<file path="src/sv/abrf_pkg.sv">
`default_nettype none

package abrf_pkg;

  // slot index into the banked store
  localparam int unsigned SlotCount = 36;
  localparam int unsigned SlotW     = 6;

  // operation codes
  localparam logic OP_READ  = 1'b0;
  localparam logic OP_WRITE = 1'b1;

  // logical register numbers with special meaning
  localparam logic [4:0] IDX_R7   = 5'd7;
  localparam logic [4:0] IDX_R12  = 5'd12;
  localparam logic [4:0] IDX_R13  = 5'd13;
  localparam logic [4:0] IDX_R14  = 5'd14;
  localparam logic [4:0] IDX_PC   = 5'd15;
  localparam logic [4:0] IDX_CPSR = 5'd16;
  localparam logic [4:0] IDX_SPSR = 5'd17;

  // processor mode codes
  localparam logic [4:0] MODE_USR = 5'b10000;
  localparam logic [4:0] MODE_FIQ = 5'b10001;
  localparam logic [4:0] MODE_IRQ = 5'b10010;
  localparam logic [4:0] MODE_SVC = 5'b10011;
  localparam logic [4:0] MODE_ABT = 5'b10111;
  localparam logic [4:0] MODE_UND = 5'b11011;
  localparam logic [4:0] MODE_SYS = 5'b11111;

  // exception bank numbers
  localparam logic [2:0] BANK_SVC = 3'd0;
  localparam logic [2:0] BANK_ABT = 3'd1;
  localparam logic [2:0] BANK_UND = 3'd2;
  localparam logic [2:0] BANK_IRQ = 3'd3;
  localparam logic [2:0] BANK_FIQ = 3'd4;

  // physical slot layout
  localparam logic [SlotW-1:0] SLOT_FIQ_R8   = 6'd13;
  localparam logic [SlotW-1:0] SLOT_USR_R13  = 6'd18;
  localparam logic [SlotW-1:0] SLOT_USR_R14  = 6'd19;
  localparam logic [SlotW-1:0] SLOT_BANK_R13 = 6'd20;
  localparam logic [SlotW-1:0] SLOT_BANK_R14 = 6'd25;
  localparam logic [SlotW-1:0] SLOT_PC       = 6'd30;
  localparam logic [SlotW-1:0] SLOT_SPSR     = 6'd31;

  // what an access targets
  typedef enum logic [1:0] {
    TGT_BANK,
    TGT_CPSR,
    TGT_NONE
  } target_e;

  typedef struct packed {
    target_e          target;
    logic [SlotW-1:0] slot;
    logic             privileged;
    logic             has_spsr;
  } map_t;

  typedef struct packed {
    logic        opcode;
    logic [4:0]  reg_index;
    logic [31:0] write_value;
  } in_t;

  typedef struct packed {
    logic [31:0] read_data;
    logic        access_error;
    logic        privileged;
    logic        has_spsr;
  } out_t;

endpackage

`default_nettype wire

</file>
<file path="src/sv/abrf_map.sv">
`default_nettype none

module abrf_map import abrf_pkg::*; (
  input  logic [4:0] reg_index_i,
  input  logic [4:0] mode_i,
  output map_t       map_o
);

  logic             bank_ok;
  logic [2:0]       bank;
  logic [SlotW-1:0] idx_ext;

  assign idx_ext = {1'b0, reg_index_i};

  // exception bank of the current mode
  always_comb begin
    bank_ok = 1'b1;
    bank    = BANK_SVC;
    unique case (mode_i)
      MODE_SVC: bank = BANK_SVC;
      MODE_ABT: bank = BANK_ABT;
      MODE_UND: bank = BANK_UND;
      MODE_IRQ: bank = BANK_IRQ;
      MODE_FIQ: bank = BANK_FIQ;
      default:  bank_ok = 1'b0;
    endcase
  end

  // logical register to physical slot
  always_comb begin
    map_o.target     = TGT_BANK;
    map_o.slot       = idx_ext;
    map_o.privileged = (mode_i != MODE_USR);
    map_o.has_spsr   = (mode_i != MODE_USR) && (mode_i != MODE_SYS);
    if (reg_index_i <= IDX_R7) begin
      map_o.slot = idx_ext;
    end else if (reg_index_i <= IDX_R12) begin
      map_o.slot = (mode_i == MODE_FIQ) ? idx_ext + (SLOT_FIQ_R8 - 6'd8) : idx_ext;
    end else if (reg_index_i == IDX_R13) begin
      map_o.slot = bank_ok ? SLOT_BANK_R13 + {3'b000, bank} : SLOT_USR_R13;
    end else if (reg_index_i == IDX_R14) begin
      map_o.slot = bank_ok ? SLOT_BANK_R14 + {3'b000, bank} : SLOT_USR_R14;
    end else if (reg_index_i == IDX_PC) begin
      map_o.slot = SLOT_PC;
    end else if (reg_index_i == IDX_CPSR) begin
      map_o.target = TGT_CPSR;
    end else if (reg_index_i == IDX_SPSR && bank_ok) begin
      map_o.slot = SLOT_SPSR + {3'b000, bank};
    end else begin
      map_o.target = TGT_NONE;
    end
  end

endmodule

`default_nettype wire

</file>
<file path="src/sv/arm_banked_register_file_top.sv">
// Banked register file, 36 banked words plus CPSR, seen as R0-R14, PC,
// CPSR and SPSR through the processor mode held in CPSR bits 4:0.
// Input channel (in_valid_i/in_ready_o/in_data_i): one beat is one read or
// write of a logical register. Output channel (out_valid_o/out_ready_i/
// out_data_o): one result beat per input beat, in order.
// The result of a beat is registered and shows in the cycle after the beat is
// accepted. Throughput is one beat per cycle while the receiver takes results,
// set by the single write and single registered read port of the banked store;
// a CPSR write changes the mode seen by the very next beat.
// The mode flags in a result describe the mode before that access.
// When the receiver stalls, the result register holds and the input side
// stops taking beats until the result is taken.
// Reset clears CPSR and the output valid; the banked words stay undefined
// until written and need no clearing pass.
`default_nettype none

module arm_banked_register_file_top import abrf_pkg::*; (
  input  logic clk_i,
  input  logic rst_ni,
  input  logic in_valid_i,
  output logic in_ready_o,
  input  in_t  in_data_i,
  output logic out_valid_o,
  input  logic out_ready_i,
  output out_t out_data_o
);

  logic        in_fire;
  map_t        map;
  logic [31:0] cpsr_q;
  logic [31:0] mem_q [SlotCount];
  logic [31:0] rd_mem_q;
  logic [31:0] rd_other_q;
  logic        sel_mem_q;
  logic        out_valid_q;
  logic        err_q;
  logic        priv_q;
  logic        spsr_q;
  logic        is_write;

  assign in_ready_o = !out_valid_q || out_ready_i;
  assign in_fire    = in_valid_i && in_ready_o;
  assign is_write   = (in_data_i.opcode == OP_WRITE);

  // register number to slot decode
  abrf_map u_map (
    .reg_index_i (in_data_i.reg_index),
    .mode_i      (cpsr_q[4:0]),
    .map_o       (map)
  );

  // banked store: one write and one registered read per beat
  always_ff @(posedge clk_i) begin
    if (in_fire) begin
      rd_mem_q <= mem_q[map.slot];
      if (is_write && map.target == TGT_BANK) begin
        mem_q[map.slot] <= in_data_i.write_value;
      end
    end
  end

  // status word
  always_ff @(posedge clk_i or negedge rst_ni) begin
    if (!rst_ni) begin
      cpsr_q <= '0;
    end else if (in_fire && is_write && map.target == TGT_CPSR) begin
      cpsr_q <= in_data_i.write_value;
    end
  end

  // result register payload
  always_ff @(posedge clk_i) begin
    if (in_fire) begin
      sel_mem_q  <= !is_write && (map.target == TGT_BANK);
      rd_other_q <= (!is_write && map.target == TGT_CPSR) ? cpsr_q : 32'd0;
      err_q      <= (map.target == TGT_NONE);
      priv_q     <= map.privileged;
      spsr_q     <= map.has_spsr;
    end
  end

  // result valid
  always_ff @(posedge clk_i or negedge rst_ni) begin
    if (!rst_ni) begin
      out_valid_q <= 1'b0;
    end else if (in_fire) begin
      out_valid_q <= 1'b1;
    end else if (out_ready_i) begin
      out_valid_q <= 1'b0;
    end
  end

  assign out_valid_o             = out_valid_q;
  assign out_data_o.read_data    = sel_mem_q ? rd_mem_q : rd_other_q;
  assign out_data_o.access_error = err_q;
  assign out_data_o.privileged   = priv_q;
  assign out_data_o.has_spsr     = spsr_q;

  // an accepted beat always leaves a result behind
  a_fire_gives_result: assert property (@(posedge clk_i) disable iff (!rst_ni)
    in_fire |=> out_valid_o)
    else $error("accepted beat produced no result");

  // a CPSR write lands before the next beat is decoded
  a_cpsr_write: assert property (@(posedge clk_i) disable iff (!rst_ni)
    (in_fire && is_write && in_data_i.reg_index == IDX_CPSR)
      |=> cpsr_q == $past(in_data_i.write_value))
    else $error("CPSR write lost");

  // flagged accesses return zero data
  a_error_zero: assert property (@(posedge clk_i) disable iff (!rst_ni)
    (out_valid_o && out_data_o.access_error) |-> out_data_o.read_data == 32'd0)
    else $error("error result carries data");

  // has_spsr implies privileged
  a_flags: assert property (@(posedge clk_i) disable iff (!rst_ni)
    (out_valid_o && out_data_o.has_spsr) |-> out_data_o.privileged)
    else $error("mode flags inconsistent");

endmodule

`default_nettype wire
</file>
<file path="config.mk">
export PLATFORM = sky130hd
export DESIGN_NAME = arm_banked_register_file_top
export DESIGN_NICKNAME = d
export VERILOG_FILES = /design/src/sv/abrf_pkg.sv /design/src/sv/abrf_map.sv /design/src/sv/arm_banked_register_file_top.sv
export SDC_FILE = /design/constraint.sdc
export NUM_CORES = 1
export LEC_CHECK = 0
export BUFFER_PORTS_ARGS = -buffer_cell sky130_fd_sc_hd__buf_2
export CAP_MARGIN = 25
export CORE_AREA = 3 3 384 386
export CTS_CLUSTER_SIZE = 12
export DETAILED_ROUTE_END_ITERATION = 8
export DIE_AREA = 0 0 387 389
export RECOVER_POWER = 100
export SYNTH_ARGS = -nofsm -noshare
export SYNTH_HDL_FRONTEND = slang
export SYNTH_SLANG_ARGS = --single-unit
</file>
<file path="constraint.sdc">
create_clock -name clk_i -period 4.7 [get_ports clk_i]
set_input_delay 0.94 -clock clk_i [delete_from_list [all_inputs] [get_ports clk_i]]
set_output_delay 0.94 -clock clk_i [all_outputs]
set_load 0.005 [all_outputs]
</file>
==> impl_metrics.toml <==
[floorplanning]
die-area_um2 = 150500
io_pins = 79
initial_core_util_pct = 34.13
chipHeight_um = 389
row_count = 139
die_x_um = 387
fp.coreArea_um2 = 143800

[global_route]
grt_pass1_wl_mm = 235.2
antenna_found_initial = 14
grt_max_degree = 54
grt_pass1_vias = 29890
overflow = 0
grt_usage_pct = 21.90

[pwr]
p_per_area_nw_per_um2 = 426.7
vdd.ir_drop.worst_v = 0.0003319
p_leak_nw = 18.95

[detailed_routing]
drc = 0
routedWlPerCell_um = 31.26
vias = 31370
vias_per_cell = 5.846
detail-route-antenna-nets = 0
first_iter_violations = 3957
drt-total-wl_mm = 167.8
first_pass_iters = 7

[logic_synthesis]
synthTopCellsByArea = "edfxtp_1 (75%), mux2_2 (3.4%), nand2_1 (3.0%)"
synthArstFlopShare_pct = 2.634
syn_avg_cell_area_um2 = 16.00
ys_seq_area_share_pct = 76.31
syn_area_um2 = 49090
yosysTopAreaCell = "edfxtp_1"
synth_cell_types = 89
ys_seq_elements = 1253
syn_nets = 3118
synthMostInstantiatedCell = "edfxtp_1"
ys_warn_count = 0
synth_ff_type = "edfxtp_1"
synth_edf_count = 1220
syn-instance-count = 3068
synth_top_area_share_pct = 74.63
netlist_top_cells_count = "edfxtp_1 (1220), nand2_1 (397), a22oi_1 (176)"

[placed_design]
globalplace.congestion = 0.8711
portBuffers = 78
placed_cells = 5128
placed_area_um2 = 54660
place_hpwl_mm = 101.5

[critical_path]
path_class = "reg2reg"
r2r_slack_ns = 0.1
cp-end-kind = "flop"
crit_start = "cpsr_q[3]"
slowest_delay_ns = 0.51
slowest_stage = "clkbuf_2"
crit_family = "simple AND/OR/NAND/NOR gates"
crit_chain = "xor2_1 > or3b_1 > ha_1 > ha_1 > o31a_1 > o31ai_1 > buf_4 > and2b_1 > nor2b_1 > nand2_1 > buf_4 > nor2_1 > clkbuf_2"
reg2reg_depth = 13
worstPathMaxFanout = 10
worstPathArrival_ns = 4.97
crit_cells = 13
required_ns = 5.07
start_kind = "flop"
endpoint = "mem_q[15][11]"
timing.rr.start = "cpsr_q[3]"
r2r-end = "mem_q[15][11]"
cp_num_buf_inv = 3

[sta]
slew_headroom_pct = -132.2
fmax_ghz = 0.2173
period_needed_ns = 4.602
rsz0062_at_grt = "false"
hold_violations = 0
skew_ns = 0.03093
setup-tns-final_ns = 0
hold_slack_ns = 0.4370
slew_violations = 1018
period_share_pct = 97.91
setup_violations = 0
tightestPinTransition_ns = 3.482

[cells_and_area]
drive_gt1_share_pct = 19.45
design_area_um2 = 57780
fin_util_pct = 40.17
fillCellCount = 13060
area_delta_synth_final_pct = 17.69
final_cell_count_no_fill = 5367
fin_nets = 3412

[outcome]
violations = "capacitance limit, slew limit"
status = "finished with violations"

[cts]
htreeDepth = 4
clockBufferDepth = 3
cts_buffers = 135
cts_resized = 1
cts_tree = "built"
clk_latency_ns = 0.75
post_cts_buffers = 0
cts_sinks = 1253
holdBufCountCts = 0
cts_root_buf = "clkbuf_16"
clkTransAtPathRegs_ns = 0.06

[job]
maxCapViolations = 29

[hold_path]
holdCritPathClass = "in2reg"
## cells by family after synthesis
group | after synthesis | synth area share [%]
simple gates | 782 | 7.363
xor+xnor | 4 | 0.07138
fa+ha+maj | 8 | 0.2039
buf+inv | 210 | 2.121
flops | 1253 | 76.31
compound gates | 597 | 9.135
mux | 214 | 4.797
## final cells by class
type	count	area, µm²	share of cell area [%]
diodes	3	7.507	0.01299
clock buffers	190	3731	6.458
clock inverters	46	329.1	0.5695
inverters	9	33.78	0.05847
multi-input cells	1605	10810	18.71
flip-flops and latches	1253	37460	64.84
well taps	1903	2381	4.121
repair buffers	358	3025	5.236
## worst register-to-register path, stage by stage (launching register included)
cell      delay (ns)
dfrtp_1         0.48
xor2_1          0.19
or3b_1          0.45
ha_1            0.23
ha_1            0.21
o31a_1          0.29
o31ai_1         0.33
buf_4           0.25
and2b_1         0.28
nor2b_1         0.33
nand2_1         0.10
buf_4           0.21
nor2_1          0.37
clkbuf_2        0.51
## where the power goes
| group | internal [mW] | switching (mW) | total (mW) |
|---|---|---|---|
| Combinational | 0.732 | 1.55 | 2.28 |
| Clock | 5.64 | 4.28 | 9.92 |
| Sequential | 12.4 | 0.0594 | 12.5 |
| Total | 18.8 | 5.89 | 24.7 |
## cell usage in the layout (no fill, tap or decap), drive strengths merged, types with 33 or more instances in the layout
cell type	n
and2	44
and3	34
a31oi	35
o21ai	69
edfxtp	1220
mux2	161
a22oi	176
a21oi	52
nand3	161
clkbuf	299
nor2	74
mux2i	53
a221oi	107
clkinv	41
nand2	400
dfrtp	33
buf	249
## flip-flops by register name, indices dropped and copies added (netlist names)
register	cells
cpsr_q	32
err_q	1
mem_q	1152
out_valid_o	1
priv_q	1
rd_mem_q	32
rd_other_q	32
sel_mem_q	1
spsr_q	1
## worst min-delay path by stage
stage / from / endpoint / slack (ns) / cells after the start
2_1_floorplan: cpsr_q[31] / cpsr_q[31] / 0.47 / 1
3_3_place_gp: cpsr_q[9] / cpsr_q[9] / 0.48 / 1
3_5_place_dp: cpsr_q[23] / cpsr_q[23] / 0.49 / 1
4_1_cts: rst_ni / cpsr_q[6] / 0.33 / 2
5_1_grt: in_valid_i / out_valid_o / 0.42 / 2
6_report: in_valid_i / out_valid_o / 0.44 / 2
## metal layers
layer / track usage (%) / wire length, µm / vias up
met5: 0 / 69 / -
met4: 7.905 / 5998 / 12
met3: 5.612 / 19280 / 365
met2: 34.28 / 76860 / 1969
met1: 29.51 / 65550 / 16250
li1: - / - / 12780
## per-stage QoR
stage / setup WS (ns) / total power, mW
2_1_floorplan: -0.5140 / 13.77
3_3_place_gp: -0.2458 / 14.93
3_5_place_dp: -0.2741 / 14.95
4_1_cts: 0.06042 / 24.74
5_1_grt: 0.002954 / 25.34
6_report: 0.09839 / 24.65
(Power assumes the default switching activity.)
